<file path="src/rtl/otq_pkg.sv">
package otq_pkg;

  localparam int unsigned CAPACITY = 16;

  localparam logic [2:0] OP_TICK     = 3'd0;
  localparam logic [2:0] OP_SCHED_C  = 3'd1;
  localparam logic [2:0] OP_SCHED_X  = 3'd2;
  localparam logic [2:0] OP_CANCEL   = 3'd3;
  localparam logic [2:0] OP_DISPOSE  = 3'd4;

  localparam logic [1:0] ST_OK        = 2'd0;
  localparam logic [1:0] ST_REFUSED   = 2'd1;
  localparam logic [1:0] ST_FULL      = 2'd2;
  localparam logic [1:0] ST_NOT_FOUND = 2'd3;

  typedef struct packed {
    logic [2:0]  opcode;
    logic [31:0] delay_ms;
    logic [31:0] cancel_handle;
    logic [31:0] user_data;
    logic [15:0] handler_tag;
    logic [7:0]  executor_tag;
  } req_t;

  typedef struct packed {
    logic        kind;
    logic [31:0] handle;
    logic [31:0] fired_data;
    logic [15:0] fired_handler;
    logic [7:0]  fired_executor;
    logic        is_execute;
    logic        shutdown;
    logic [1:0]  status;
    logic [4:0]  pending;
    logic        busy_res;
    logic        last;
  } res_t;

  typedef struct packed {
    logic [47:0] deadline;
    logic [31:0] handle;
    logic [31:0] data;
    logic [15:0] handler;
    logic [7:0]  executor;
    logic        exec_kind;
    logic [31:0] order;
  } slot_t;

endpackage

</file>
<file path="src/rtl/otq_ram.sv">
module otq_ram #(
  parameter int unsigned Width = 8,
  parameter int unsigned Depth = 16
) (
  input  logic                     clk_i,
  input  logic                     we_i,
  input  logic [$clog2(Depth)-1:0] waddr_i,
  input  logic [Width-1:0]         wdata_i,
  input  logic                     re_i,
  input  logic [$clog2(Depth)-1:0] raddr_i,
  output logic [Width-1:0]         rdata_o
);

  logic [Width-1:0] mem_q [Depth];
  logic [Width-1:0] rdata_q;

  always_ff @(posedge clk_i) begin
    if (we_i) begin
      mem_q[waddr_i] <= wdata_i;
    end
    if (re_i) begin
      rdata_q <= mem_q[raddr_i];
    end
  end

  assign rdata_o = rdata_q;

endmodule

</file>
<file path="src/rtl/otq_pick.sv">
module otq_pick import otq_pkg::*; (
  input  slot_t       cand_i,
  input  logic        cand_valid_i,
  input  slot_t       best_i,
  input  logic        have_best_i,
  input  logic [47:0] now_i,
  input  logic [31:0] insert_count_i,
  input  logic        everything_i,
  output logic        take_o
);

  logic        due;
  logic        earlier;
  logic [31:0] rel_cand;
  logic [31:0] rel_best;

  always_comb begin
    rel_cand = cand_i.order - insert_count_i;
    rel_best = best_i.order - insert_count_i;
    due      = everything_i || (cand_i.deadline <= now_i);
    if (cand_i.deadline != best_i.deadline) begin
      earlier = cand_i.deadline < best_i.deadline;
    end else begin
      earlier = rel_cand < rel_best;
    end
    take_o = cand_valid_i && due && (!have_best_i || earlier);
  end

endmodule

</file>
<file path="src/rtl/one_shot_timer_queue.sv">
// channel   | signals                    | transfer
// ----------+----------------------------+-----------------------------------
// request   | start, busy, req_i         | edge with start high, busy low
// result    | res_valid_o, res_o         | every edge ending a res_valid_o cycle
//
// timers live in one ram with registered read; each search pass walks the slots
// in order, one read a cycle.
// tick and dispose run one pass per fired timer plus a final pass; schedule
// walks valid bits for a free slot; cancel is one pass at most.
// reset at once clears valid bits, clock, order counter; handle counter goes to 1.
// results come out one per cycle as produced; the receiver cannot stall.
module one_shot_timer_queue import otq_pkg::*; #(
  parameter int unsigned Capacity = CAPACITY
) (
  input  logic clk_i,
  input  logic rst_ni,
  input  logic start,
  output logic busy,
  input  req_t req_i,
  output logic res_valid_o,
  output res_t res_o
);

  localparam int unsigned IW = $clog2(Capacity);
  localparam int unsigned CW = $clog2(Capacity + 1);

  localparam logic [2:0] S_IDLE   = 3'd0;
  localparam logic [2:0] S_DRAIN  = 3'd1;
  localparam logic [2:0] S_FREE   = 3'd2;
  localparam logic [2:0] S_CANCEL = 3'd3;
  localparam logic [2:0] S_ACK    = 3'd4;

  logic [2:0]          state_q, state_d;
  req_t                req_q, req_d;
  logic [47:0]         now_q, now_d;
  logic [31:0]         nh_q, nh_d;
  logic [31:0]         ins_q, ins_d;
  logic                disp_q, disp_d;
  logic [Capacity-1:0] valid_q, valid_d;
  logic [CW-1:0]       count_q, count_d;
  logic [IW:0]         idx_q, idx_d;
  logic                pend_q, pend_d;
  logic [IW-1:0]       pidx_q, pidx_d;
  logic                have_q, have_d;
  slot_t               best_q, best_d;
  logic [IW-1:0]       bidx_q, bidx_d;
  logic [1:0]          ast_q, ast_d;
  logic                rv_q, rv_d;
  res_t                res_q, res_d;

  logic        issue;
  logic        we;
  slot_t       wslot;
  slot_t       rslot;
  logic        take;
  logic [48:0] dl_sum;
  logic [31:0] nh_inc;
  logic [31:0] cnt_ext;

  assign issue = idx_q < (IW+1)'(Capacity);

  otq_ram #(
    .Width ($bits(slot_t)),
    .Depth (Capacity)
  ) u_ram (
    .clk_i   (clk_i),
    .we_i    (we),
    .waddr_i (idx_q[IW-1:0]),
    .wdata_i (wslot),
    .re_i    (issue),
    .raddr_i (idx_q[IW-1:0]),
    .rdata_o (rslot)
  );

  otq_pick u_pick (
    .cand_i         (rslot),
    .cand_valid_i   (pend_q && valid_q[pidx_q]),
    .best_i         (best_q),
    .have_best_i    (have_q),
    .now_i          (now_q),
    .insert_count_i (ins_q),
    .everything_i   (req_q.opcode == OP_DISPOSE),
    .take_o         (take)
  );

  always_comb begin
    state_d = state_q;
    req_d   = req_q;
    now_d   = now_q;
    nh_d    = nh_q;
    ins_d   = ins_q;
    disp_d  = disp_q;
    valid_d = valid_q;
    count_d = count_q;
    idx_d   = idx_q;
    pend_d  = 1'b0;
    pidx_d  = pidx_q;
    have_d  = have_q;
    best_d  = best_q;
    bidx_d  = bidx_q;
    ast_d   = ast_q;
    rv_d    = 1'b0;
    res_d   = '0;
    we      = 1'b0;

    dl_sum = {1'b0, now_q} + 49'(req_q.delay_ms);
    nh_inc = nh_q + 32'd1;
    wslot.deadline  = dl_sum[48] ? '1 : dl_sum[47:0];
    wslot.handle    = (req_q.opcode == OP_SCHED_X) ? 32'd0 : nh_q;
    wslot.data      = req_q.user_data;
    wslot.handler   = req_q.handler_tag;
    wslot.executor  = (req_q.opcode == OP_SCHED_X) ? req_q.executor_tag : 8'd0;
    wslot.exec_kind = req_q.opcode == OP_SCHED_X;
    wslot.order     = ins_q;

    unique case (state_q)
      S_IDLE: begin
        if (start) begin
          req_d  = req_i;
          idx_d  = '0;
          have_d = 1'b0;
          ast_d  = ST_OK;
          unique case (req_i.opcode)
            OP_TICK: begin
              now_d   = now_q + 48'd1;
              state_d = S_DRAIN;
            end
            OP_SCHED_C, OP_SCHED_X: begin
              if (req_i.handler_tag == 16'd0) begin
                ast_d   = ST_REFUSED;
                state_d = S_ACK;
              end else if (disp_q) begin
                ast_d   = ST_REFUSED;
                state_d = S_ACK;
                if (req_i.opcode == OP_SCHED_X) begin
                  rv_d                 = 1'b1;
                  res_d.kind           = 1'b1;
                  res_d.fired_data     = req_i.user_data;
                  res_d.fired_handler  = req_i.handler_tag;
                  res_d.fired_executor = req_i.executor_tag;
                  res_d.is_execute     = 1'b1;
                  res_d.shutdown       = 1'b1;
                end
              end else begin
                state_d = S_FREE;
              end
            end
            OP_CANCEL: begin
              state_d = (req_i.cancel_handle == 32'd0) ? S_ACK : S_CANCEL;
            end
            OP_DISPOSE: begin
              disp_d  = 1'b1;
              state_d = S_DRAIN;
            end
            default: state_d = S_ACK;
          endcase
        end
      end
      S_DRAIN: begin
        if (issue) begin
          pend_d = 1'b1;
          pidx_d = idx_q[IW-1:0];
          idx_d  = idx_q + (IW+1)'(1);
        end
        if (take) begin
          have_d = 1'b1;
          best_d = rslot;
          bidx_d = pidx_q;
        end
        if (!issue && !pend_q) begin
          rv_d = 1'b1;
          if (have_q) begin
            valid_d[bidx_q]      = 1'b0;
            count_d              = count_q - CW'(1);
            idx_d                = '0;
            have_d               = 1'b0;
            res_d.kind           = 1'b1;
            res_d.handle         = best_q.handle;
            res_d.fired_data     = best_q.data;
            res_d.fired_handler  = best_q.handler;
            res_d.fired_executor = best_q.executor;
            res_d.is_execute     = best_q.exec_kind;
            res_d.shutdown       = req_q.opcode == OP_DISPOSE;
          end else begin
            res_d.last = 1'b1;
            state_d    = S_IDLE;
          end
        end
      end
      S_FREE: begin
        if (!valid_q[idx_q[IW-1:0]]) begin
          we                     = 1'b1;
          valid_d[idx_q[IW-1:0]] = 1'b1;
          count_d                = count_q + CW'(1);
          ins_d                  = ins_q + 32'd1;
          if (req_q.opcode == OP_SCHED_C) begin
            res_d.handle = nh_q;
            nh_d         = (nh_inc == 32'd0) ? 32'd1 : nh_inc;
          end
          rv_d       = 1'b1;
          res_d.last = 1'b1;
          state_d    = S_IDLE;
        end else if (idx_q == (IW+1)'(Capacity - 1)) begin
          rv_d         = 1'b1;
          res_d.last   = 1'b1;
          res_d.status = ST_FULL;
          state_d      = S_IDLE;
        end else begin
          idx_d = idx_q + (IW+1)'(1);
        end
      end
      S_CANCEL: begin
        if (issue) begin
          pend_d = 1'b1;
          pidx_d = idx_q[IW-1:0];
          idx_d  = idx_q + (IW+1)'(1);
        end
        if (pend_q && valid_q[pidx_q] && !rslot.exec_kind
            && rslot.handle == req_q.cancel_handle) begin
          valid_d[pidx_q] = 1'b0;
          count_d         = count_q - CW'(1);
          pend_d          = 1'b0;
          rv_d            = 1'b1;
          res_d.last      = 1'b1;
          res_d.handle    = req_q.cancel_handle;
          state_d         = S_IDLE;
        end else if (!issue && !pend_q) begin
          rv_d         = 1'b1;
          res_d.last   = 1'b1;
          res_d.status = ST_NOT_FOUND;
          state_d      = S_IDLE;
        end
      end
      S_ACK: begin
        rv_d         = 1'b1;
        res_d.last   = 1'b1;
        res_d.status = ast_q;
        state_d      = S_IDLE;
      end
      default: state_d = S_IDLE;
    endcase

    cnt_ext        = 32'(count_d);
    res_d.pending  = cnt_ext[4:0];
    res_d.busy_res = count_d != '0;
  end

  always_ff @(posedge clk_i or negedge rst_ni) begin
    if (!rst_ni) begin
      state_q <= S_IDLE;
      now_q   <= '0;
      nh_q    <= 32'd1;
      ins_q   <= '0;
      disp_q  <= 1'b0;
      valid_q <= '0;
      count_q <= '0;
      idx_q   <= '0;
      pend_q  <= 1'b0;
      have_q  <= 1'b0;
      rv_q    <= 1'b0;
    end else begin
      state_q <= state_d;
      now_q   <= now_d;
      nh_q    <= nh_d;
      ins_q   <= ins_d;
      disp_q  <= disp_d;
      valid_q <= valid_d;
      count_q <= count_d;
      idx_q   <= idx_d;
      pend_q  <= pend_d;
      have_q  <= have_d;
      rv_q    <= rv_d;
    end
  end

  always_ff @(posedge clk_i) begin
    req_q  <= req_d;
    pidx_q <= pidx_d;
    best_q <= best_d;
    bidx_q <= bidx_d;
    ast_q  <= ast_d;
    res_q  <= res_d;
  end

  assign busy        = state_q != S_IDLE;
  assign res_valid_o = rv_q;
  assign res_o       = res_q;

endmodule

</file>
<file path="config.mk">
export PLATFORM = sky130hd
export DESIGN_NAME = one_shot_timer_queue
export DESIGN_NICKNAME = d
export VERILOG_FILES = /design/src/rtl/otq_pkg.sv /design/src/rtl/otq_ram.sv /design/src/rtl/otq_pick.sv /design/src/rtl/one_shot_timer_queue.sv
export SDC_FILE = /design/constraint.sdc
export NUM_CORES = 2
export LEC_CHECK = 0
export BUFFER_PORTS_ARGS = -buffer_cell sky130_fd_sc_hd__buf_4
export CAP_MARGIN = 10
export CORE_MARGIN = 2
export CORE_UTILIZATION = 45
export CTS_CLUSTER_DIAMETER = 30
export CTS_CLUSTER_SIZE = 28
export DETAILED_ROUTE_END_ITERATION = 7
export PLACE_DENSITY = 0.58
export SLEW_MARGIN = 10
export SYNTH_ARGS = -nofsm -noshare
export SYNTH_HDL_FRONTEND = slang
export SYNTH_HIERARCHICAL = 1
export SYNTH_SLANG_ARGS = --single-unit
export TNS_END_PERCENT = 20
</file>
<file path="constraint.sdc">
create_clock -name clk_i -period 33.9 [get_ports clk_i]
set_input_delay 3.39 -clock clk_i [delete_from_list [all_inputs] [get_ports clk_i]]
set_output_delay 3.39 -clock clk_i [all_outputs]
set_load 0.005 [all_outputs]
</file>
==> metrics.md <==
| Metric | Value |
|---|---|
| Share of the clock period used by the worst path after layout | `between 20% and 30%` |
| Setup repair after global routing missed its margin | `false` |
| Count of endpoints failing setup in the final report | `0` |
| Area of the die | `307000 um2` |
| Clock transition at path regs | `about 0.05 ns` |
| Placed standard-cell area | `143000 um2` |
| Number of global-route vias before repair | `75270` |
| Result of the run | `finished, final reports clean` |
| Antenna-violating nets left | `0` |
| Floorplan core area | `300000 um2` |
| Gr ovfl total | `0` |
| Cell Chain, Critical Path | `inv_1, ha_1, nor2b_1, o31ai_1, a21oi_1, o31ai_1, a31oi_1, a21o_1, a21oi_1, xnor2_1, ha_1, nand4_1, nor2_1, a2111oi_0, a2111oi_0, a2111oi_4, o311ai_1, a32oi_1, and2_4, buf_4, buf_4` |
| IR Drop Worst-Case VDD | `0.0665 mV` |
| Logic depth of the worst register-to-register path | `21` |
| Total of flip-flops plus latches after synthesis | `approximately 3400` |
| Count of endpoints failing hold in the final timing report | `0` |
| Worst-path cell with the longest stage delay | `sky130_fd_sc_hd__buf_4` |
| Number of enable flip-flop cells after synthesis | `3174` |
| Number of buffers inserted for hold repair after clock tree synthesis | `0` |
| Instance count along the most critical hold path | `0` |
| Filler Cell Count | `23039` |
| DR vias/cell | `5.89` |
| Xor and xnor area share after synthesis | `under 10%` |
| Syn Inst Count | `7169` |
| Remaining DRCs | `0` |
| I/O Pins | `around 230` |
| Path category of the worst min-delay check | `flop to flop` |
| Count of final max-slew check failures | `0` |
| Async SR Flop Fraction | `4.24%` |
| Max-cap violation count | `0` |
| Synthesis-to-layout area growth | `21.1%` |
| Most common library cell in the layout ignoring fill and taps | `sky130_fd_sc_hd__edfxtp_1` |
| Largest fanout on the critical path | `50` |
| Simple-gate share of the synthesized area | `3.83%` |
| Initial standard-cell utilization of the core | `45.3%` |
| Total of cells resized after clock tree synthesis | `0` |
| Routed via count | `about 73000` |
| Net count, final | `8215` |
| Routability Congestion | `0.880` |
| GR Util All Layers | `between 20 and 25%` |
| Sequential share of power | `a little under two fifths` |
| Most frequent cells in the layout | `3174 x sky130_fd_sc_hd__edfxtp_1, 657 x sky130_fd_sc_hd__clkbuf_16, 629 x sky130_fd_sc_hd__mux4_2, 370 x sky130_fd_sc_hd__nand2_1, 340 x sky130_fd_sc_hd__buf_4` |
| Cell area after technology mapping | `136000 um2` |
| Type of element launching the critical path | `flop` |
| Number of design-rule violations left by the first detailed-router iteration | `7258` |
| Register area | `between 100000 and 150000 um2` |
| Area taken by multi-input logic gates | `between 30000 and 40000 um2` |
| Reg2Reg Launch Point | `ins_q[1]$_DFFE_PN0P_` |
| Compound-cell area share of the yosys netlist | `5.06%` |
| Transition time at the pin with the least slew margin | `1.17 ns` |
| Longest Clk Path Bufs | `4` |
| Worst slack on hold paths | `0.397 ns` |
| Final TNS setup | `0 ns` |
| Internal power summed over all cells | `10100 uW` |
| Net Switching | `3670 uW` |
| Count of placed standard cells including taps | `11170` |
| Post-route design area | `between 150000 and 200000 um2` |
| Number of buffers created by CTS | `639` |
| Combinational share of power | `15.9%` |
| Crit path DAT | `8.35 ns` |
| Worst hold path endpoint | `best_q[70]$_DFFE_PP_` |
| Area share of fa/ha/maj cells after synthesis | `2.19%` |
| DIE HEIGHT | `between 500 and 600 um` |
| Router iterations before antenna repair | `5` |
| Predominant post-synthesis flop cell | `sky130_fd_sc_hd__edfxtp_1` |
| Non-filler cells, final | `12366` |
| Hold wc startpoint | `u_ram/rdata_o[70]$_DFFE_PP_` |
| Total nets after synthesis | `between 7000 and 8000` |
| Average cell area after synthesis | `19.0 um2` |
| Clock tree from TritonCTS | `done` |
| Register-to-Register Setup Slack | `26.15 ns` |
| Clock network fraction of total power | `roughly 46%` |
| Final min period | `7.75 ns` |
| Dominant combinational cell family by area after synthesis | `multiplexers` |
| Data required, critical path | `34.50 ns` |
| Post-DR wirelength/cell | `28.8 um` |
| Critical path capture point type | `flop` |
| Number of antenna violations at the first check in global routing | `12` |
| Leakage Power | `between 0.05 and 0.06 uW` |
| First-pass GRT wire length | `around 520000 um` |
| Pwr/cell area | `83.9 nW/um2` |
| Total Routed Length | `between 300000 and 400000 um` |
| Peak per-stage delay on the critical path | `roughly 0.77 ns` |
| Multiplexer share of the synthesized area | `11.7%` |
| Largest clock skew in the final design | `0.0518 ns` |
| Width of the chip | `roughly 550 um` |
| Switching share of power | `26.6%` |
| TritonCTS sink count | `3419` |
| Cell row count | `201` |
| Detailed placer's ending HPWL | `188000 um` |
| Number of buffers inserted by port buffering | `around 230` |
| Setup repair bufs after CTS | `0` |
| End of the worst register-to-register path | `best_q[78]$_DFFE_PP_` |
| Number of H-tree branching levels | `6` |
| Later-pin clock latency in the skew report | `1.01 ns` |
| Cell variety after synth | `97` |
| Type of the worst setup path | `flop to flop` |
| Largest net degree at the start of global routing | `119` |
| Portion of the post-synthesis area used by sequential elements | `74.2%` |
| Number of warnings reported in the yosys synthesis log | `6` |
| Remaining max-slew budget at the tightest pin | `a little over a fifth` |
| Share of post-route cells with drive strength above 1 | `26.3%` |
| Highest attainable clock frequency | `129 MHz` |
| Cell at the root of the clock tree | `sky130_fd_sc_hd__clkbuf_16` |
## through the flow
stage	worst slack [ns]	util (%)	power [uW]
detailed placement	25.99	47.5	7570
global route	25.56	54.8	14300
floorplan	18.80	-	6860
CTS	25.98	54.8	13900
global placement	26.23	47.5	7550
finish	26.15	54.8	13800
## state kept, by name, summed over array words and instances, names as in the netlist, 16 cells and up
name,flops
valid_q,16
now_q,48
u_ram/rdata_o,169
best_q,169
u_ram/mem_q,2704
res_o,100
ins_q,32
req_q,123
nh_q,32
## cell usage after synthesis, types with 26 or more instances
library cell,number,area [um2]
sky130_fd_sc_hd__xnor2_1,172,1510
sky130_fd_sc_hd__o21ai_0,105,526
sky130_fd_sc_hd__nand3_1,89,445
sky130_fd_sc_hd__clkbuf_1,142,533
sky130_fd_sc_hd__and3_1,43,269
sky130_fd_sc_hd__nand2b_1,44,275
sky130_fd_sc_hd__xor2_1,63,552
sky130_fd_sc_hd__a21oi_1,158,791
sky130_fd_sc_hd__a22o_1,61,534
sky130_fd_sc_hd__buf_4,34,255
sky130_fd_sc_hd__nand2_1,370,1390
sky130_fd_sc_hd__a21o_1,94,706
sky130_fd_sc_hd__a22oi_1,312,2340
sky130_fd_sc_hd__dfrtp_1,144,3600
sky130_fd_sc_hd__nor2_1,146,548
sky130_fd_sc_hd__ha_1,233,2920
sky130_fd_sc_hd__inv_1,165,619
sky130_fd_sc_hd__buf_1,26,97.6
sky130_fd_sc_hd__nand4_1,78,488
sky130_fd_sc_hd__nor3_1,47,235
sky130_fd_sc_hd__a31oi_1,45,282
sky130_fd_sc_hd__dfxtp_1,100,2000
sky130_fd_sc_hd__nor2b_1,95,594
sky130_fd_sc_hd__o221ai_1,31,272
sky130_fd_sc_hd__mux2i_1,40,400
sky130_fd_sc_hd__mux2_2,103,1160
sky130_fd_sc_hd__buf_2,109,546
sky130_fd_sc_hd__mux4_2,629,14200
sky130_fd_sc_hd__edfxtp_1,3174,95300
sky130_fd_sc_hd__nor4_1,31,194
## area by class of cell
cell class | count | area share, %
tap | 3958 | 3.01
clock buffer | 744 | 10.3
sequential | 3419 | 61.3
clock inverter | 448 | 3.04
timing repair buffer | 359 | 1.78
inverter | 165 | 0.384
multi-input combinational | 3269 | 20.2
antenna | 4 | 0.00608
## logic make-up after synthesis
kind of cell	Yosys count
XOR/XNOR	235
AND/OR/NAND/NOR	1044
multiplexers	779
buffers and inverters	481
flip-flops	3419
AO/OA/AOI/OAI	975
adder cells (fa/ha/maj)	236
## power groups by stage
stage | logic [uW] | registers, uW | clock network (uW)
2_1_floorplan | 1610 | 5250 | 0
3_3_place_gp | 2200 | 5350 | 0
3_5_place_dp | 2220 | 5360 | 0
4_1_cts | 2230 | 5290 | 6410
5_1_grt | 2400 | 5310 | 6620
6_report | 2200 | 5280 | 6330
## worst max-delay path by stage
stage	start	end	slack (ns)	cells past startpoint
after detailed placement	ins_q[1]$_DFFE_PN0P_	best_q[74]$_DFFE_PP_	25.99	21
final	ins_q[1]$_DFFE_PN0P_	best_q[78]$_DFFE_PP_	26.15	21
after floorplan	idx_q[0]$_DFFE_PN0P_	u_ram/mem_q[0][0]$_DFFE_PP_	18.80	8
after global routing	ins_q[1]$_DFFE_PN0P_	best_q[78]$_DFFE_PP_	25.56	21
after CTS	ins_q[1]$_DFFE_PN0P_	best_q[86]$_DFFE_PP_	25.98	21
after global placement	ins_q[1]$_DFFE_PN0P_	best_q[109]$_DFFE_PP_	26.23	21
## per-layer routing
| layer | vias to the layer above | GRT usage (%) | share of wire (%) | wire (um) |
|---|---|---|---|---|
| li1 | 30876 | - | - | - |
| met4 | 0 | 6.66 | 2.3 | 8200 |
| met3 | 501 | 3.27 | 6.7 | 23800 |
| met5 | - | 0 | 0 | 0 |
| met2 | 2806 | 37.4 | 48 | 172000 |
| met1 | 38647 | 32.7 | 43 | 152000 |
## critical path, delay by kind of cell (launching register included)
| kind | cells | cell delay (ns) |
|---|---|---|
| xor+xnor | 1 | 0.14 |
| simple gates | 4 | 0.81 |
| compound gates | 11 | 3.35 |
| flops | 1 | 0.67 |
| fa+ha+maj | 2 | 0.59 |
| buf+inv | 3 | 1.68 |
Note: power is estimated with default switching activity, not from simulation.
